[config.mk]
export PLATFORM = sky130hd
export DESIGN_NAME = vmf_ln
export DESIGN_NICKNAME = d
export VERILOG_FILES = /design/src/rtl/vmf_pkg.sv /design/src/rtl/vmf_ln.sv
export SDC_FILE = /design/constraint.sdc
export NUM_CORES = 2
export LEC_CHECK = 0
export ABC_AREA = 0
export BUFFER_PORTS_ARGS = -buffer_cell sky130_fd_sc_hd__buf_2
export CAP_MARGIN = 20
export CORE_UTILIZATION = 50
export DETAILED_ROUTE_END_ITERATION = 7
export PLACE_DENSITY = 0.71
export SLEW_MARGIN = 5
export SYNTH_ARGS = -nofsm -noshare
export SYNTH_HDL_FRONTEND = slang
export SYNTH_SLANG_ARGS = --single-unit
[constraint.sdc]
create_clock -name clock -period 18.3 [get_ports clock]
set_clock_uncertainty 0.1 [all_clocks]
set_input_delay 0 -clock clock [delete_from_list [all_inputs] [get_ports clock]]
set_output_delay 0 -clock clock [all_outputs]
set_load 0.05 [all_outputs]
[src/rtl/vmf_pkg.sv]
// ----------------------------------------------------------------------------
// Melody follower package
// Widths, constants, cell bundle types and saturating score arithmetic.
// ----------------------------------------------------------------------------
package vmf_pkg;

   localparam int DEF_MAX_NOTES       = 64;
   localparam int DEF_BLOCKS_PER_BEAT = 43;

   localparam int SCORE_W = 32;
   localparam int LN_W    = 13;
   localparam int OBS_W   = 24;
   localparam int PITCH_W = 7;
   localparam int LEN_W   = 16;
   localparam int POS_W   = 16;
   localparam int MEAS_W  = 11;
   localparam int PROB_W  = 17;
   localparam int CVAL_W  = 15;

   localparam logic signed [SCORE_W-1:0] SEED_LN2_Q8 = 32'sd177;
   localparam logic [CVAL_W-1:0] C_BASE_Q16      = 15'd3277;
   localparam logic [CVAL_W-1:0] C_TOP_Q16       = 15'd19661;
   localparam logic [15:0]       NEXT_SHARE_Q16  = 16'd63984;
   localparam logic [15:0]       OTHER_SHARE_Q16 = 16'd1553;
   localparam logic [11:0]       LN2_Q12         = 12'd2839;

   localparam logic [1:0] OPC_LOAD     = 2'd0;
   localparam logic [1:0] OPC_VOICED   = 2'd1;
   localparam logic [1:0] OPC_UNVOICED = 2'd2;

   typedef enum logic [2:0] {
      CELL_HOLD,
      CELL_LOAD,
      CELL_ROTATE,
      CELL_OBS,
      CELL_CAND,
      CELL_COMMIT,
      CELL_NORM
   } cell_op_type;

   // Per-state data that travels around the ring of cells.
   typedef struct packed {
      logic [LEN_W-1:0]          len;
      logic [POS_W-1:0]          pos;
      logic signed [SCORE_W-1:0] path;
      logic signed [LN_W-1:0]    lns;
      logic signed [LN_W-1:0]    lnn;
      logic signed [LN_W-1:0]    lno;
      logic signed [SCORE_W-1:0] nxt;
   } bundle_type;

   typedef struct packed {
      cell_op_type               op;
      logic [5:0]                load_idx;
      logic [PITCH_W-1:0]        load_pitch;
      logic [LEN_W-1:0]          load_len;
      logic [POS_W-1:0]          load_pos;
      logic [MEAS_W-1:0]         measured;
      logic                      use_cand;
      logic                      first;
      logic signed [SCORE_W-1:0] win;
   } cell_ctl_type;

   function automatic logic signed [SCORE_W-1:0] sat_wide(input logic signed [SCORE_W:0] s);
      logic signed [SCORE_W-1:0] r;
      if (s[SCORE_W] != s[SCORE_W-1]) begin
         r = s[SCORE_W] ? {1'b1, {(SCORE_W-1){1'b0}}} : {1'b0, {(SCORE_W-1){1'b1}}};
      end else begin
         r = s[SCORE_W-1:0];
      end
      return r;
   endfunction

   function automatic logic signed [SCORE_W-1:0] sat_add(input logic signed [SCORE_W-1:0] a,
                                                         input logic signed [SCORE_W-1:0] b);
      logic signed [SCORE_W:0] s;
      s = {a[SCORE_W-1], a} + {b[SCORE_W-1], b};
      return sat_wide(s);
   endfunction

   function automatic logic signed [SCORE_W-1:0] sat_sub(input logic signed [SCORE_W-1:0] a,
                                                         input logic signed [SCORE_W-1:0] b);
      logic signed [SCORE_W:0] s;
      s = {a[SCORE_W-1], a} - {b[SCORE_W-1], b};
      return sat_wide(s);
   endfunction

endpackage

[src/rtl/vmf_ln.sv]
// ----------------------------------------------------------------------------
// Natural log unit
// Iterative log2 by repeated squaring, scaled by ln2, result in Q8.
// ----------------------------------------------------------------------------
module vmf_ln import vmf_pkg::*; (
   input  logic                     clock,
   input  logic                     reset,
   input  logic                     start,
   input  logic [PROB_W-1:0]        x,
   output logic                     done,
   output logic signed [LN_W-1:0]   result
);

   typedef enum logic [1:0] {LN_IDLE, LN_SQUARE, LN_SCALE, LN_ROUND} ln_state_type;

   ln_state_type             state_ff;
   logic [30:0]              y_ff;
   logic signed [17:0]       lg_ff;
   logic [3:0]               cnt_ff;
   logic signed [30:0]       v_ff;
   logic signed [LN_W-1:0]   result_ff;
   logic                     done_ff;

   logic [4:0]               msb;
   logic [30:0]              y_init;
   logic signed [5:0]        exp_int;
   logic [61:0]              prod;
   logic [31:0]              sq_hi;
   logic [30:0]              v_abs;
   logic [14:0]              rnd;

   always_comb begin
      msb = '0;
      for (int i = 0; i < PROB_W; i++) begin
         if (x[i]) msb = 5'(i);
      end
   end

   assign y_init  = 31'({15'd0, x} << (5'd30 - msb));
   assign exp_int = $signed({1'b0, msb}) - 6'sd16;
   assign prod    = {31'd0, y_ff} * {31'd0, y_ff};
   assign sq_hi   = prod[61:30];
   assign v_abs   = v_ff[30] ? 31'(-v_ff) : 31'(v_ff);
   assign rnd     = 15'((v_abs + 31'd32768) >> 16);

   always_ff @(posedge clock) begin
      if (reset) begin
         state_ff <= LN_IDLE;
         done_ff  <= 1'b0;
      end else begin
         done_ff <= 1'b0;
         unique case (state_ff)
            LN_IDLE: begin
               if (start) begin
                  y_ff     <= y_init;
                  lg_ff    <= {exp_int, 12'd0};
                  cnt_ff   <= '0;
                  state_ff <= LN_SQUARE;
               end
            end
            LN_SQUARE: begin
               if (sq_hi[31]) begin
                  y_ff  <= sq_hi[31:1];
                  lg_ff <= lg_ff + $signed({6'd0, 12'(12'd2048 >> cnt_ff)});
               end else begin
                  y_ff <= sq_hi[30:0];
               end
               cnt_ff <= cnt_ff + 4'd1;
               if (cnt_ff == 4'd11) state_ff <= LN_SCALE;
            end
            LN_SCALE: begin
               v_ff     <= 31'(lg_ff * $signed({1'b0, LN2_Q12}));
               state_ff <= LN_ROUND;
            end
            LN_ROUND: begin
               result_ff <= v_ff[30] ? -$signed(LN_W'(rnd)) : $signed(LN_W'(rnd));
               done_ff   <= 1'b1;
               state_ff  <= LN_IDLE;
            end
            default: state_ff <= LN_IDLE;
         endcase
      end
   end

   assign done   = done_ff;
   assign result = result_ff;

endmodule

; ---- Word level (Yosys, flattened, before mapping)
; Cells that the tools add are included.
[totals]
romBits = 0
reg_bits = 100
latch_bits = 0
memories = 0
output_inout_bits = 14
ramBits = 0
[op_classes]
n_eq_ne = 7
n_mul = 2
n_bitwise = 1
n_div = 0
reduce_logical = 7
order_cmp = 0
n_addsub = 7
mux = 30
n_shift = 2
[ops]
columns = cell, count
row1 = $mux W5, 14
row2 = $mul A31 B31 Y62, 1
row3 = $mux W31, 2
row4 = $pmux W31 S2, 1
row5 = $mux W18, 2
row6 = $pmux W18 S2, 1
row7 = $mul A18 B13 Y31 const B, 1
row8 = $shl A17 B5 Y31, 1
row9 = $add A29 B16 Y29 const B, 1
row10 = $mux W29, 1
row11 = $neg A29 Y29, 1
row12 = $add A18 B13 Y18, 1
row13 = $mux W13, 1
row14 = $neg A13 Y13, 1
row15 = $shr A12 B4 Y12 const A, 1
row16 = $pmux W2 S4, 1
row17 = $pmux W4 S2, 1
row18 = $mux W2, 3
row19 = $ne A2 B2 Y1 const B, 3
row20 = $reduce_and A2 Y1, 3
row21 = $sub A5 B5 Y6 const B, 1
row22 = $sub A5 B5 Y5 const A, 1
row23 = $add A4 B1 Y4 const B, 1
row24 = $eq A2 B2 Y1 const B, 2
row25 = other kinds (9), 10

; ---- Longest topological paths before layout
[depth]
depth_word = 20
ltp_mapped = 31
mapped_depth_nobuf = 27

; ---- Least setup slack after synthesis
; OpenSTA, ideal clock, no wires.
[synth_path]
kind = reg2reg
startpoint = register y_ff[12]
endpoint = register lg_ff[0] (enable)
setup_time_ns = 0.376
n_path_buf = 4
stages_incl_launch_ff = 27
setup_slack_ns = 9.762
t_arrival_ns = 8.062
required_time_ns = 17.824
cell_sequence = edfxtp_1 -> clkbuf_1 -> clkbuf_1 -> nand2_1 -> fa_1 -> inv_1 -> fa_1 -> inv_1 -> fa_1 -> fa_1 -> inv_1 -> fa_1 -> fa_1 -> fa_1 -> fa_1 -> ha_1 -> o21ai_0 -> a21oi_1 -> a221o_1 -> a2111o_1 -> a21oi_1 -> a21oi_1 -> or3_1 -> buf_2 -> buf_2 -> nand2_1 -> and2_1
[synth_via]
elab_chain_len = 3
[synth_lines]
columns = item, line
row1 = from (decl), vmf_ln.sv:17  ; logic [30:0] y_ff;
row2 = from (signal assigned), vmf_ln.sv:55  ; y_ff <= y_init;
row3 = from (signal assigned), vmf_ln.sv:63  ; y_ff <= sq_hi[31:1];
row4 = from (signal assigned), vmf_ln.sv:66  ; y_ff <= sq_hi[30:0];
row5 = $mul A31 B31 Y62, vmf_ln.sv:41  ; assign prod = {31'd0, y_ff} * {31'd0, y_ff};
row6 = $ne A2 B2 Y1 (no line), --
row7 = $reduce_and A4 Y1 (no line), --
row8 = to (signal assigned), vmf_ln.sv:56  ; lg_ff <= {exp_int, 12'd0};
row9 = to (signal assigned), vmf_ln.sv:64  ; lg_ff <= lg_ff + $signed({6'd0, 12'(12'd2048 >> cnt_ff)});
row10 = to (decl), vmf_ln.sv:18  ; logic signed [17:0] lg_ff;
; No other way between the ends.
; A chain may end at the register's enable or synchronous reset.

; ---- Final worst setup path
[layout_path]
startpoint = register y_ff[27]
endpoint = register lg_ff[5] (enable)
; The elaborated chain is that of the path after synthesis.

==> results.json <==
{
  "start_util_pct": 50.6,
  "yosysTopAreaCell": "fa_1",
  "slew_headroom_pct": 28.8,
  "end_kind": "register",
  "dp.final_hpwl_um": 72000,
  "path_class": "reg -> reg",
  "first_pass_iters": 5,
  "antenna_found_initial": 1,
  "tns_ns": 0,
  "avgSynthCellArea_um2": 9.36,
  "synth-edff-count": 96,
  "cts_setup_buffers": 0,
  "areaGrowthSynthToFinish_pct": 3.88,
  "fmax_mhz": 101,
  "rsz0062_at_grt": "no",
  "wl_met3_um": 6420,
  "critPathArrivalTime_ns": 9.74,
  "slowest_delay_ns": 0.74,
  "port_buffers": 33,
  "finalMaxSlewViolations": 0,
  "cts_buffers": 9,
  "cts_resized": 0,
  "synth_area_leaders": "fa_1 44%, ha_1 13%, inv_1 11%",
  "rr_startpoint": "y_ff[27]",
  "grt_use_total_pct": 24.8,
  "coreArea_um2": 74700,
  "drv_cap": 0,
  "crit_top_cell": "fa_1",
  "die_x_um": 277,
  "critPathSlowestCell": "edfxtp_1",
  "htreeDepth": 3,
  "min-delay-start": "x[16]",
  "synthFlopType": "edfxtp_1",
  "first_iter_violations": 1795,
  "vias_per_cell": 5.33,
  "cts_root_buffer": "clkbuf_16",
  "min_period_ns": 9.86,
  "final-setup-viol-count": 0,
  "status": "finished clean",
  "clkSinkCount": 99,
  "start_kind": "register",
  "fin_crit_sh_pct": 53.9,
  "detail-route-antenna-nets": 0,
  "critPathMaxFanout": 29,
  "fp.dieH_um": 277,
  "io_pins": 34,
  "cp.required_ns": 18.18,
  "drive_gt1_share_pct": 3.38,
  "routed.top_layer": "met5",
  "yosysTopAreaCellShare_pct": 44.1,
  "synthDistinctLibCells": 85,
  "ys_seq_elements": 99,
  "wl_met1_um": 38400,
  "synth_area_um2": 37800,
  "clock_latency_ns": 0.36,
  "row_count": 100,
  "grt_pass1_vias": 28700,
  "yosysSeqAreaShare_pct": 7.78,
  "cts_tree": "built",
  "grt_pass1_wl_um": 150000,
  "worst_slew_pin_slew_ns": 1.07,
  "fillers": 6747,
  "ys_warn_count": 0,
  "grt_max_degree": 52,
  "syn_nets": 5282,
  "grt.overflow.total": 0,
  "num_vias": 26400,
  "clockBufferDepth": 2,
  "drc": 0,
  "finalNetCount": 5232,
  "finalHoldViolCount": 0,
  "crit_start": "y_ff[27]",
  "dr_wl_met2_um": 42100,
  "drt-total-wl_um": 89200,
  "wire_per_inst_um": 18.0,
  "dieArea_um2": 76700,
  "clk_pin_slew_ns": 0.07,
  "hold_class": "in -> reg",
  "async_flop_share_pct": 0,
  "syn-instance-count": 4039,
  "gp_congestion": 0.966
}
==> critical path: cells and delay by family, from the launching register on <==
| family | cells | cell delay [ns] |
|---|---|---|
| adder cells (fa/ha/maj) | 9 | 4.19 |
| flip-flops | 1 | 0.74 |
| AND/OR/NAND/NOR | 8 | 2.51 |
| buffers and inverters | 6 | 1.33 |
| AO/OA/AOI/OAI | 2 | 0.58 |
==> flip-flops by register name (all words and copies together), names as in the netlist <==
register,cells
result,13
y_ff,31
done,1
v_ff,30
state_ff,2
cnt_ff,4
lg_ff,18
==> per-stage QoR <==
step	cell area, µm²	worst slack (ns)	utilization [%]	cells	hold slack [ns]
after floorplan	37800	9.76	-	4039	-0.0284
after global placement	39000	8.23	52.2	4942	0.216
after detailed placement	39000	8.13	52.2	4942	0.213
after CTS	39300	8.11	52.5	4960	0.122
after global routing	39300	7.89	52.6	4963	0.153
final	39300	8.44	52.6	4964	0.150
==> worst paths after layout <==
kind / endpoint / slack, ns / depth (start not counted)
hold / removal: lg_ff[16] / 0.15 / 3
setup / recovery: lg_ff[5] / 8.44 / 25
setup reg to reg: lg_ff[5] / 8.44 / 25
hold reg to reg: state_ff[0] / 0.46 / 2
==> Yosys cell counts (all sizes together) (5+ instances only) <==
| cell | instances |
|---|---|
| nor3b | 5 |
| a31oi | 16 |
| nand4 | 16 |
| fa | 833 |
| clkbuf | 125 |
| nor2 | 147 |
| nand3 | 28 |
| or3 | 10 |
| mux4 | 8 |
| a2111oi | 6 |
| ha | 390 |
| mux2i | 44 |
| o2111ai | 5 |
| o21ai | 77 |
| nand2 | 352 |
| mux2 | 5 |
| or2 | 11 |
| o22ai | 6 |
| nor4 | 10 |
| a21oi | 108 |
| a311oi | 5 |
| buf | 13 |
| o21bai | 13 |
| nor3 | 31 |
| edfxtp | 96 |
| a221oi | 7 |
| a21o | 37 |
| a211oi | 30 |
| o21a | 13 |
| a21boi | 9 |
| nor2b | 29 |
| and3 | 13 |
| xnor2 | 84 |
| o31ai | 9 |
| nand2b | 12 |
| inv | 1148 |
| xor2 | 31 |
| and2 | 183 |
| o211ai | 16 |
==> metal layers <==
metal,up-vias,global-route usage [%]
met1,13400,34.2
met3,141,4.73
li1,12100,-
met2,821,40.3
met5,-,0
met4,2,6.03
==> placed cells by master, fill, tap and decap left out, types with 7 or more instances in the layout <==
master     count
xor2_1        31
o211ai_1      16
fa_1         833
mux4_2         8
nand3_1       27
a31oi_1       16
and3_1        13
nand2b_1      12
clkbuf_16      9
o21ai_0       72
o21a_1        13
buf_2         33
a21o_1        37
and2_1       183
o21bai_1      13
nand4_1       15
xnor2_1       84
edfxtp_1      96
a211oi_1      29
inv_1       1146
ha_1         389
nor2b_1       28
o31ai_1        7
nor3_1        30
nor2_1       145
a221oi_1       7
a21boi_0       7
a21oi_1      108
or2_2         10
or3_1          9
buf_4         40
mux2i_1       44
nand2_1      352
==> logic make-up after synthesis <==
family | synth area share [%]
AO/OA/AOI/OAI | 6.87
XOR/XNOR | 2.66
adder cells (fa/ha/maj) | 57.0
buffers and inverters | 12.8
flip-flops | 7.78
multiplexers | 1.79
AND/OR/NAND/NOR | 11.1
==> area by class of cell <==
type	count	area, µm²	share of cell area (%)
Multi-Input combinational cell	2654	30000	76.5
Inverter	1148	4310	11.0
Sequential cell	99	2940	7.49
Tap cell	969	1210	3.09
Timing Repair Buffer	77	504	1.28
Clock buffer	10	229	0.583
Clock inverter	6	40.0	0.102
Antenna cell	1	2.50	0.00637
==> what timing repair did <==
item | 4_1_cts | 5_1_grt
hold buffers | 2 | 0
hold endpoints to repair | 3 | 0
setup endpoints to repair | 0 | 0
Power is left out: the tool's default activity adds up to more than one toggle a clock period on the data nets, which glitch-free logic cannot reach.
