File: config.mk
export PLATFORM = sky130hd
export DESIGN_NAME = vmf_cell
export DESIGN_NICKNAME = d
export VERILOG_FILES = /design/src/rtl/vmf_pkg.sv /design/src/rtl/vmf_cell.sv
export SDC_FILE = /design/constraint.sdc
export NUM_CORES = 1
export LEC_CHECK = 0
export BUFFER_PORTS_ARGS = -buffer_cell sky130_fd_sc_hd__buf_2
export CAP_MARGIN = 20
export CORE_MARGIN = 2
export CORE_UTILIZATION = 35
export DETAILED_ROUTE_END_ITERATION = 6
export GPL_ROUTABILITY_DRIVEN = 0
export PLACE_DENSITY = 0.65
export SLEW_MARGIN = 30
export SYNTH_ARGS = -nofsm -noshare
export SYNTH_HDL_FRONTEND = slang
export SYNTH_SLANG_ARGS = --single-unit
File: constraint.sdc
create_clock -name clock -period 24.4 [get_ports clock]
set_clock_uncertainty 0.15 [all_clocks]
set_input_delay 2.44 -clock clock [delete_from_list [all_inputs] [get_ports clock]]
set_output_delay 2.44 -clock clock [all_outputs]
set_load 0.05 [all_outputs]
File: src/rtl/vmf_pkg.sv
// ----------------------------------------------------------------------------
// Melody follower package
// Widths, constants, cell bundle types and saturating score arithmetic.
// ----------------------------------------------------------------------------
package vmf_pkg;

   localparam int DEF_MAX_NOTES       = 64;
   localparam int DEF_BLOCKS_PER_BEAT = 43;

   localparam int SCORE_W = 32;
   localparam int LN_W    = 13;
   localparam int OBS_W   = 24;
   localparam int PITCH_W = 7;
   localparam int LEN_W   = 16;
   localparam int POS_W   = 16;
   localparam int MEAS_W  = 11;
   localparam int PROB_W  = 17;
   localparam int CVAL_W  = 15;

   localparam logic signed [SCORE_W-1:0] SEED_LN2_Q8 = 32'sd177;
   localparam logic [CVAL_W-1:0] C_BASE_Q16      = 15'd3277;
   localparam logic [CVAL_W-1:0] C_TOP_Q16       = 15'd19661;
   localparam logic [15:0]       NEXT_SHARE_Q16  = 16'd63984;
   localparam logic [15:0]       OTHER_SHARE_Q16 = 16'd1553;
   localparam logic [11:0]       LN2_Q12         = 12'd2839;

   localparam logic [1:0] OPC_LOAD     = 2'd0;
   localparam logic [1:0] OPC_VOICED   = 2'd1;
   localparam logic [1:0] OPC_UNVOICED = 2'd2;

   typedef enum logic [2:0] {
      CELL_HOLD,
      CELL_LOAD,
      CELL_ROTATE,
      CELL_OBS,
      CELL_CAND,
      CELL_COMMIT,
      CELL_NORM
   } cell_op_type;

   // Per-state data that travels around the ring of cells.
   typedef struct packed {
      logic [LEN_W-1:0]          len;
      logic [POS_W-1:0]          pos;
      logic signed [SCORE_W-1:0] path;
      logic signed [LN_W-1:0]    lns;
      logic signed [LN_W-1:0]    lnn;
      logic signed [LN_W-1:0]    lno;
      logic signed [SCORE_W-1:0] nxt;
   } bundle_type;

   typedef struct packed {
      cell_op_type               op;
      logic [5:0]                load_idx;
      logic [PITCH_W-1:0]        load_pitch;
      logic [LEN_W-1:0]          load_len;
      logic [POS_W-1:0]          load_pos;
      logic [MEAS_W-1:0]         measured;
      logic                      use_cand;
      logic                      first;
      logic signed [SCORE_W-1:0] win;
   } cell_ctl_type;

   function automatic logic signed [SCORE_W-1:0] sat_wide(input logic signed [SCORE_W:0] s);
      logic signed [SCORE_W-1:0] r;
      if (s[SCORE_W] != s[SCORE_W-1]) begin
         r = s[SCORE_W] ? {1'b1, {(SCORE_W-1){1'b0}}} : {1'b0, {(SCORE_W-1){1'b1}}};
      end else begin
         r = s[SCORE_W-1:0];
      end
      return r;
   endfunction

   function automatic logic signed [SCORE_W-1:0] sat_add(input logic signed [SCORE_W-1:0] a,
                                                         input logic signed [SCORE_W-1:0] b);
      logic signed [SCORE_W:0] s;
      s = {a[SCORE_W-1], a} + {b[SCORE_W-1], b};
      return sat_wide(s);
   endfunction

   function automatic logic signed [SCORE_W-1:0] sat_sub(input logic signed [SCORE_W-1:0] a,
                                                         input logic signed [SCORE_W-1:0] b);
      logic signed [SCORE_W:0] s;
      s = {a[SCORE_W-1], a} - {b[SCORE_W-1], b};
      return sat_wide(s);
   endfunction

endpackage

File: src/rtl/vmf_cell.sv
// ----------------------------------------------------------------------------
// Trellis cell
// Holds one note state, scores candidates broadcast from the head of the ring.
// ----------------------------------------------------------------------------
module vmf_cell import vmf_pkg::*; #(
   parameter int CELL_INDEX = 0,
   parameter int IDX_W      = 6
) (
   input  logic               clock,
   input  logic               reset,
   input  cell_ctl_type       ctl,
   input  logic [IDX_W-1:0]   o_idx,
   input  bundle_type         bcast,
   input  bundle_type         chain_in,
   output bundle_type         chain_out
);

   localparam logic signed [SCORE_W-1:0] SEED = (CELL_INDEX == 0) ? SEED_LN2_Q8 : '0;

   bundle_type                bundle_ff;
   logic [PITCH_W-1:0]        pitch_ff;
   logic signed [OBS_W-1:0]   obs_ff;
   logic signed [SCORE_W-1:0] best_ff;

   logic signed [12:0]        err;
   logic signed [25:0]        err_sq;
   logic signed [LN_W-1:0]    trans;
   logic signed [SCORE_W-1:0] part;
   logic signed [SCORE_W-1:0] cand;
   logic                      hit;

   assign err    = $signed({2'b00, pitch_ff, 4'b0000}) - $signed({2'b00, ctl.measured});
   assign err_sq = err * err;
   assign hit    = (int'(ctl.load_idx) == CELL_INDEX);

   always_comb begin
      if (int'(o_idx) == CELL_INDEX) begin
         trans = bcast.lns;
      end else if (int'(o_idx) + 1 == CELL_INDEX) begin
         trans = bcast.lnn;
      end else begin
         trans = bcast.lno;
      end
      part = sat_add(bcast.path, SCORE_W'(trans));
      cand = sat_add(part, SCORE_W'(obs_ff));
   end

   always_ff @(posedge clock) begin
      if (reset) begin
         bundle_ff.path <= SEED;
      end else begin
         unique case (ctl.op)
            CELL_HOLD: ;
            CELL_LOAD: begin
               bundle_ff.path <= SEED;
               if (hit) begin
                  pitch_ff      <= ctl.load_pitch;
                  bundle_ff.len <= ctl.load_len;
                  bundle_ff.pos <= ctl.load_pos;
               end
            end
            CELL_ROTATE: bundle_ff <= chain_in;
            CELL_OBS:    obs_ff <= OBS_W'(-err_sq);
            CELL_CAND: begin
               bundle_ff <= chain_in;
               if (ctl.use_cand && (ctl.first || cand > best_ff)) best_ff <= cand;
            end
            CELL_COMMIT: bundle_ff.nxt <= best_ff;
            CELL_NORM:   bundle_ff.path <= sat_sub(bundle_ff.nxt, ctl.win);
            default: ;
         endcase
      end
   end

   assign chain_out = bundle_ff;

endmodule

Word level (Yosys, flattened, before mapping)

Index checks and enable logic that the tools add are counted.
Widths: inputs -> output; s select.

Bitwise gates (word level): 1
Reductions and logical operators: 15
Eq/ne operators: 10
$mul: 1
Add/subtract/negate cells: 6
Order comparisons: 1
Mux-type cells: 12

Operators by type and width:

| kind                | count |
|---|---|
| $mux 32             | 7 |
| $pmux 32 s2         | 2 |
| $pmux 32 s3         | 1 |
| $add 32x13->33      | 1 |
| $add 32x24->33      | 1 |
| $sub 32x32->33      | 1 |
| $gt 32x32->1        | 1 |
| $logic_not 32->1    | 1 |
| $mux 13             | 2 |
| $mul 12x12->24      | 1 |
| $neg 24->24         | 1 |
| $logic_not 6->1     | 2 |
| $sub 11x11->12      | 1 |
| $eq 3x3->1 const B  | 3 |
| $reduce_and 3->1    | 3 |
| $add 6x1->7 const B | 1 |
| $eq 3x2->1 const B  | 2 |
| $reduce_and 2->1    | 3 |
| $reduce_bool 2->1   | 2 |
| $eq 3x1->1 const B  | 1 |
| $ne 1x1->1          | 3 |
| $reduce_bool 3->1   | 1 |
| $ne 2x2->1 const B  | 1 |
| $reduce_or 2->1     | 1 |
| other kinds (3)     | 3 |

Bits in registers: 198
Output and inout bits: 135
Logic and storage cells: 56
Input bits: 371

Depth between registers and ports, before layout

Gate-level depths: netlist (run 1).

Depth after elaboration: 14
Gate-level depth with buffers: 42
Mapped depth without buffers: 39

Worst setup path before layout (run 1)

No wires, ideal clock.

Path type: input -> register
Start: input port o_idx[0]
End: register best_ff[0] (enable)
Required time: 23737 ps
Setup slack: 10645 ps
Library setup time: 513 ps
Data arrival time: 13092 ps
Stages: 39
Path buffers: 4
Path through: nor4_1 -> nand2_1 -> mux2_2 -> ha_1 -> clkbuf_1 -> o21a_1 -> o211ai_1 -> a21o_1 -> a32oi_1 -> nand4_1 -> o31ai_1 -> nand3_1 -> o211ai_1 -> buf_4 -> nand2_1 -> buf_2 -> o21ai_0 -> ha_1 -> [3 not listed] -> o21ai_0 -> a211o_1 -> a21oi_1 -> a211o_1 -> o31a_1 -> nand4_1 -> a31oi_2 -> buf_2 -> maj3_2 -> ha_1 -> a21o_1 -> a21o_1 -> a21oi_1 -> o21ai_0 -> a221oi_1 -> o221ai_1 -> o221a_2 -> nor4b_1

Longest elaborated chain between the ends: 14
Elaborated cells between the ends (all ways): 17
Classes of those cells: 3 x add/sub; 1 x order compare; 2 x eq/ne; 6 x mux; 5 x reduce/logical

RTL lines:

| what                                  | RTL line                     | RTL |
|---|---|---|
| start, declared                       | vmf_cell.sv:12               | `input logic [IDX_W-1:0] o_idx,` |
| $add 6x1->7                           | vmf_cell.sv:39               | `end else if (int'(o_idx) + 1 == CELL_INDEX) begin` |
| $logic_not 32->1                      | vmf_cell.sv:39               |  |
| $mux 13                               | vmf_cell.sv:39               |  |
| $mux 13 *                             | vmf_cell.sv:37               | `if (int'(o_idx) == CELL_INDEX) begin` |
| $add 32x13->33 *                      | vmf_pkg.sv:77                | `s = {a[SCORE_W-1], a} + {b[SCORE_W-1], b};` |
| $mux 32 or $ne 1x1->1 (tied branches) | vmf_pkg.sv:67, vmf_pkg.sv:66 |  |
| $mux 32 *                             | vmf_pkg.sv:66                | `if (s[SCORE_W] != s[SCORE_W-1]) begin` |
| $add 32x24->33 *                      | vmf_pkg.sv:77                |  |
| $mux 32 or $ne 1x1->1 (tied branches) | vmf_pkg.sv:67, vmf_pkg.sv:66 |  |
| $mux 32 *                             | vmf_pkg.sv:66                |  |
| via cand[9]                           | vmf_cell.sv:29               | `logic signed [SCORE_W-1:0] cand;` |
| $gt 32x32->1 *                        | vmf_cell.sv:66               | `if (ctl.use_cand && (ctl.first \|\| cand > best_ff)) best_ff <= cand;` |
| $logic_or 1x1->1 *                    | vmf_cell.sv:66               |  |
| $logic_and 1x1->1 *                   | vmf_cell.sv:66               |  |
| $reduce_and 3->1 (no source line) *   | n/a                          |  |
| end signal, assigned                  | vmf_cell.sv:66               |  |
| end, declared                         | vmf_cell.sv:23               | `logic signed [SCORE_W-1:0] best_ff;` |

Mark *: on every way through the listed nets, which the timed path passes. The rest lies on a longest branch.
A chain may end at the register's enable or synchronous reset.

Final worst setup path (run 1)

Ends and elaborated chain as after synthesis.

==> impl_metrics.csv, run 1 <==
group,metric,value,unit
logic_synthesis,synth_sequential_area_ratio,29.6,%
critical_path,startpoint_type,"primary input",
timing,slew-limit-headroom,42.0,%
logic_synthesis,yosys.area_share.adder,28.0,%
cts,cts_made_buffers,17,
critical_path,crit_path_max_fanout,32,
cts,cts-htree-levels,4,
detailed_routing,detailroute.via_count,15995,
critical_path,crit_buf_inv,3,
final_layout,num-fill-cells,5268,
logic_synthesis,netlist_top_cells_area,"edfxtp_1, ha_1, fa_1",
timing,fmax,0.0761,GHz
critical_path,criticalPathCategory,"in -> reg",
global_routing,grt_max_degree,71,
logic_synthesis,simple_gate_portion_of_the_synthesized_area,10.8,%
final_layout,final_util,41.9,%
global_routing,number_of_global_route_vias_before_repair,16113,
die,die_width,236,µm
cts,buffers_from_clock_root_to_sink_at_most,2,
logic_synthesis,synth-edff-count,165,
cts,clock_sink_count,197,
timing,endpoints_failing_hold,0,
logic_synthesis,synth-compound-area-share,16.7,%
critical_path,crit_family,"compound AO/OA/AOI/OAI gates",
die,dieHeight,236,µm
logic_synthesis,avgSynthCellArea,9.69,µm²
die,start_util,35.3,%
detailed_routing,drc_violations_left,0,
critical_path,slowest_stage,"a31oi_2",
placement,portBuffers,428,
logic_synthesis,ys_seq_elements,197,
cts,cts_resized,0,
final_layout,area_growth_syn_to_layout,18.8,%
die,core,53600,µm²
timing,fin_crit_sh,53.9,%
die,die-area,55900,µm²
detailed_routing,drt_pass1_iterations,7,
timing,period_minus_slack,13.14,ns
cts,cts_tree,"yes",
timing,timing_worst_slew_pin_value,0.866,ns
job,max_cap_viol_count,0,
final_layout,finalNetCount,3071,
cts,post-cts-setup-buffers,0,
logic_synthesis,synth.largest_area_cell,"edfxtp_1",
logic_synthesis,yosys.cell_types.count,88,
logic_synthesis,yosysTopAreaCellShare,26.2,%
logic_synthesis,yosys.area_share.xor_xnor,5.87,%
global_routing,global_route_wire_length_before_repair,87000,µm
cts,clk_pin_slew_worst_paths,0.08,ns
critical_path,crit_path_end_kind,"register",
die,io_pins,506,
logic_synthesis,yosys-mux-area-fraction,2.84,%
die,floorplan.rows,85,
logic_synthesis,synth-main-ff-cell,"edfxtp_1",
logic_synthesis,synth.cell_area,18900,µm²
timing,fin_tns_setup,0,ns
global_routing,overall_fraction_of_global_route_tracks_in_use,19.9,%
detailed_routing,routed_via_density,5.19,
timing,timing_max_transition_violations_final,0,
worst_hold_path,holdCritPathClass,"reg -> reg",
cts,clk_latency,0.46,ns
logic_synthesis,syn_inst,1951,
detailed_routing,drt.antenna.violating_nets,0,
run_status,status,"finished clean",
critical_path,worst-endpoint-required,24.37,ns
detailed_routing,wl_per_cell,18.3,µm
logic_synthesis,synth-async-reset-ratio,0,%
critical_path,reg2reg_setup_slack,16.33,ns
critical_path,cp.arrival,13.11,ns
global_routing,globalRouteOverflowTotal,0,
cts,ctsHoldBuffers,0,
global_routing,initial_antenna_violation_count,13,
detailed_routing,dr_iter_0_viols,930,
logic_synthesis,syn_nets,2658,
placement,dp_hpwl,47700,µm
timing,grt_setup_unrepaired,"false",
detailed_routing,wirelength,56400,µm
final_layout,layout-drive-gt1-share,24.0,%
critical_path,cpPeakStageDelay,0.68,ns
timing,setup_viol,0,
cts,master_cell_of_the_clock_root_buffer,"clkbuf_16",
logic_synthesis,dominant_combinational_cell_family_by_area_after_synthesis,"adder cells",
logic_synthesis,yosys_warnings,0,
==> through the flow <==
step	hold slack, ns	cell area, µm²	std cells	worst slack, ns
floorplan	0.409	18900	1951	10.65
global placement	0.305	21800	3041	10.93
detailed placement	0.309	21800	3041	10.71
CTS	0.324	22500	3073	11.14
global route	0.344	22500	3075	10.24
finish	0.323	22500	3079	11.26
==> worst paths after layout <==
kind                       start              to  depth (start not counted)
hold / removal    chain_out[101]  chain_out[101]                          2
hold reg to reg   chain_out[101]  chain_out[101]                          2
setup reg to reg     pitch_ff[1]      obs_ff[23]                         23
setup / recovery        o_idx[0]      best_ff[0]                         38
==> area by class of cell <==
type                       count  area (µm²)  share of cell area, %
antenna                        6        15.0                 0.0668
clock buffer                  17         425                   1.89
clock inverter                15         190                  0.846
inverter                     250         938                   4.18
multi-input combinational   1457       12200                   54.3
sequential                   197        5600                   24.9
tap                          696         871                   3.87
timing repair buffer         441        2240                   9.97
==> flip-flops by register name, indices dropped and copies added (netlist names) <==
register   cells
chain_out    135
pitch_ff       7
best_ff       32
obs_ff        23
==> layout by cell type (no fill, tap or decap), types with 32 or more instances in the layout <==
master / n
buf_2: 428
nand2_1: 155
xor2_1: 39
a21o_1: 60
nor2_1: 125
mux2_2: 46
a21oi_1: 119
edfxtp_1: 165
xnor2_1: 85
fa_1: 123
o21ai_0: 126
ha_1: 213
dfxtp_1: 32
inv_1: 245
==> kinds of logic (layout without fill, tap and decap cells) <==
family,after synthesis,in the layout
other,0,6
DFF,197,197
buffers and inverters,297,723
xor gates and xnor gates,126,126
muxes,48,48
and+or+nand+nor,444,444
AOI/OAI and AO/OA,487,487
adders and majority gates,352,352
==> cells in the mapped netlist, drive strengths merged (6+ instances only) <==
library cell	number
a211oi	33
a21boi	6
a21o	62
a21oi	121
a221oi	9
a311oi	15
a31oi	15
and3	15
buf	17
clkbuf	30
dfxtp	32
edfxtp	165
fa	123
ha	213
inv	245
maj3	16
mux2	46
nand2	156
nand2b	19
nand3	20
nand4	14
nor2	130
nor2b	22
nor3	30
o211ai	8
o21a	24
o21ai	140
o21bai	10
o31ai	6
or2	9
or3	8
xnor2	85
xor2	41
==> metal layers <==
metal  global-route usage (%)  wire [µm]  up-vias
li1                         -          -     7685
met3                     4.52       3760       96
met4                     7.04       1750       14
met5                        0         96        -
met1                     23.4      22700     7631
met2                     35.6      28100      569
==> worst register-to-register path: cells and delay by family, from the launching register on <==
kind                     cells  cell delay (ns)
AO/OA/AOI/OAI                7             1.59
XOR/XNOR                     2             0.84
adder cells (fa/ha/maj)      8             3.41
buffers and inverters        2             0.61
flip-flops                   1             0.37
AND/OR/NAND/NOR              4             0.81
Power of run 1 is not shown: default switching activity piles up to over one toggle a cycle in this logic, so the estimate is an artifact.
==> run 2: changes to the inputs <==
Settings changed: PLACE_DENSITY 0.65 to 0.67.
Clock period 24.4 ns to 12 ns, I/O delays scaled along.
==> run 2 against run 1 <==
  * Core utilization is 0.17 points higher
  * Sequential share of layout area decreased by 0.10 points
  * Final cell count is 0.26% higher
  * Non-clock buffer count up 9
  * Die area unchanged
  * Hold slack better by 0.0031 ns
  * Global-route usage grew 0.58 points
  * Critical path type unchanged
  * Largest cell class unchanged
==> impl_metrics.csv, run 2 (synthesis gave the netlist of run 1 again) <==
group,metric,value,unit
cts,cts_tree,"yes",
cts,ctsHoldBuffers,0,
detailed_routing,drc_violations_left,0,
final_layout,area_growth_syn_to_layout,19.3,%
final_layout,layout-drive-gt1-share,24.3,%
final_layout,final_util,42.1,%
run_status,status,"finished clean",
timing,endpoints_failing_hold,0,
detailed_routing,wirelength,57600,µm
timing,fmax,0.0913,GHz
die,floorplan.rows,85,
die,core,53600,µm²
timing,period_minus_slack,10.96,ns
detailed_routing,dr_iter_0_viols,986,
worst_hold_path,holdCritPathClass,"reg -> reg",
critical_path,crit_path_max_fanout,32,
global_routing,grt_max_degree,71,
final_layout,num-fill-cells,5224,
timing,fin_tns_setup,0,ns
global_routing,use_met1,24.1,%
critical_path,startpoint_type,"primary input",
global_routing,overall_fraction_of_global_route_tracks_in_use,20.5,%
critical_path,cp.arrival,10.98,ns
timing,grt_setup_unrepaired,"false",
critical_path,criticalPathCategory,"in -> reg",
cts,clk_latency,0.47,ns
final_layout,largest_reg_flops,135,
placement,dp_hpwl,49000,µm
global_routing,grt.busiest_layer,"met2",
timing,fin_crit_sh,91.3,%
cts,buffers_from_clock_root_to_sink_at_most,2,
global_routing,global_route_wire_length_before_repair,89100,µm
critical_path,worst-endpoint-required,12.02,ns
detailed_routing,drt.antenna.violating_nets,0,
global_routing,globalRouteOverflowTotal,0,
die,dieHeight,236,µm
die,io_pins,506,
timing,timing_max_transition_violations_final,0,
global_routing,global_route.usage.met3,3.66,%
timing,setup_viol,0,
placement,portBuffers,428,
die,die_width,236,µm
cts,post-cts-setup-buffers,0,
timing,timing_worst_slew_pin_value,0.929,ns
detailed_routing,detailroute.via_count,16033,
global_routing,initial_antenna_violation_count,10,
cts,clock_sink_count,197,
final_layout,final_common_cell,"buf_2",
critical_path,slowest_stage,"mux2_2",
critical_path,cpPeakStageDelay,0.61,ns
detailed_routing,drt_pass1_iterations,5,
cts,cts_made_buffers,17,
cts,master_cell_of_the_clock_root_buffer,"clkbuf_16",
cts,clk_pin_slew_worst_paths,0.08,ns
cts,cts-htree-levels,4,
die,start_util,35.3,%
detailed_routing,wl_per_cell,18.7,µm
placement,place_worst_setup_slack,0.538,ns
critical_path,crit_path_end_kind,"register",
die,die-area,55900,µm²
cts,cts_resized,0,
job,max_cap_viol_count,0,
final_layout,mostFrequentLayoutCells,"buf_2, inv_1, ha_1",
global_routing,number_of_global_route_vias_before_repair,16286,
timing,setup_slack,1.04,ns
detailed_routing,routed_via_density,5.19,
timing,slew-limit-headroom,37.8,%
global_routing,use_met2,38.4,%
final_layout,finalNetCount,3080,
## run 2: cell count changes in the layout (fill, tap and decap cells not counted), sizes merged
cell and change:
buf +9, clkinv -1, diode -1, inv +1
## run 2: path summary, 6_finish.rpt
check | from | to | slack (ns) | cells after the start
setup / recovery | o_idx[0] | best_ff[11] | 1.04 | 41
hold / removal | chain_out[96] | chain_out[96] | 0.33 | 2
setup reg to reg | pitch_ff[1] | obs_ff[23] | 4.09 | 23
hold reg to reg | chain_out[96] | chain_out[96] | 0.33 | 2
## run 2: area by class of cell
cell class	count	area (µm²)	area share [%]
Antenna cell	5	12.5	0.0554
Sequential cell	197	5600	24.8
Timing Repair Buffer	450	2320	10.3
Clock inverter	15	190	0.843
Multi-Input combinational cell	1457	12200	54.1
Tap cell	696	871	3.86
Clock buffer	17	425	1.89
Inverter	250	938	4.16
## run 2: critical path, delay by kind of cell
| kind | cells | cell delay (ns) |
|---|---|---|
| compound gates | 19 | 4.59 |
| fa+ha+maj | 4 | 1.39 |
| buf+inv | 5 | 0.78 |
| mux | 1 | 0.61 |
| simple gates | 12 | 2.36 |
## run 2: stage by stage
stage / std cells / hold slack [ns] / instance area [µm²]
6_report: 3087 / 0.326 / 22600
5_1_grt: 3085 / 0.348 / 22600
4_1_cts: 3082 / 0.324 / 22500
3_5_place_dp: 3050 / 0.307 / 21900
3_3_place_gp: 3050 / 0.305 / 21900
2_1_floorplan: 1951 / 0.409 / 18900
## run 2: metal layers
| layer | vias up | share of wire (%) |
|---|---|---|
| met3 | 57 | 5.9 |
| met4 | 2 | 2.0 |
| met5 | - | 0.023 |
| li1 | 7702 | - |
| met2 | 554 | 52 |
| met1 | 7718 | 40 |
Power of run 2 is left out for the same reason.
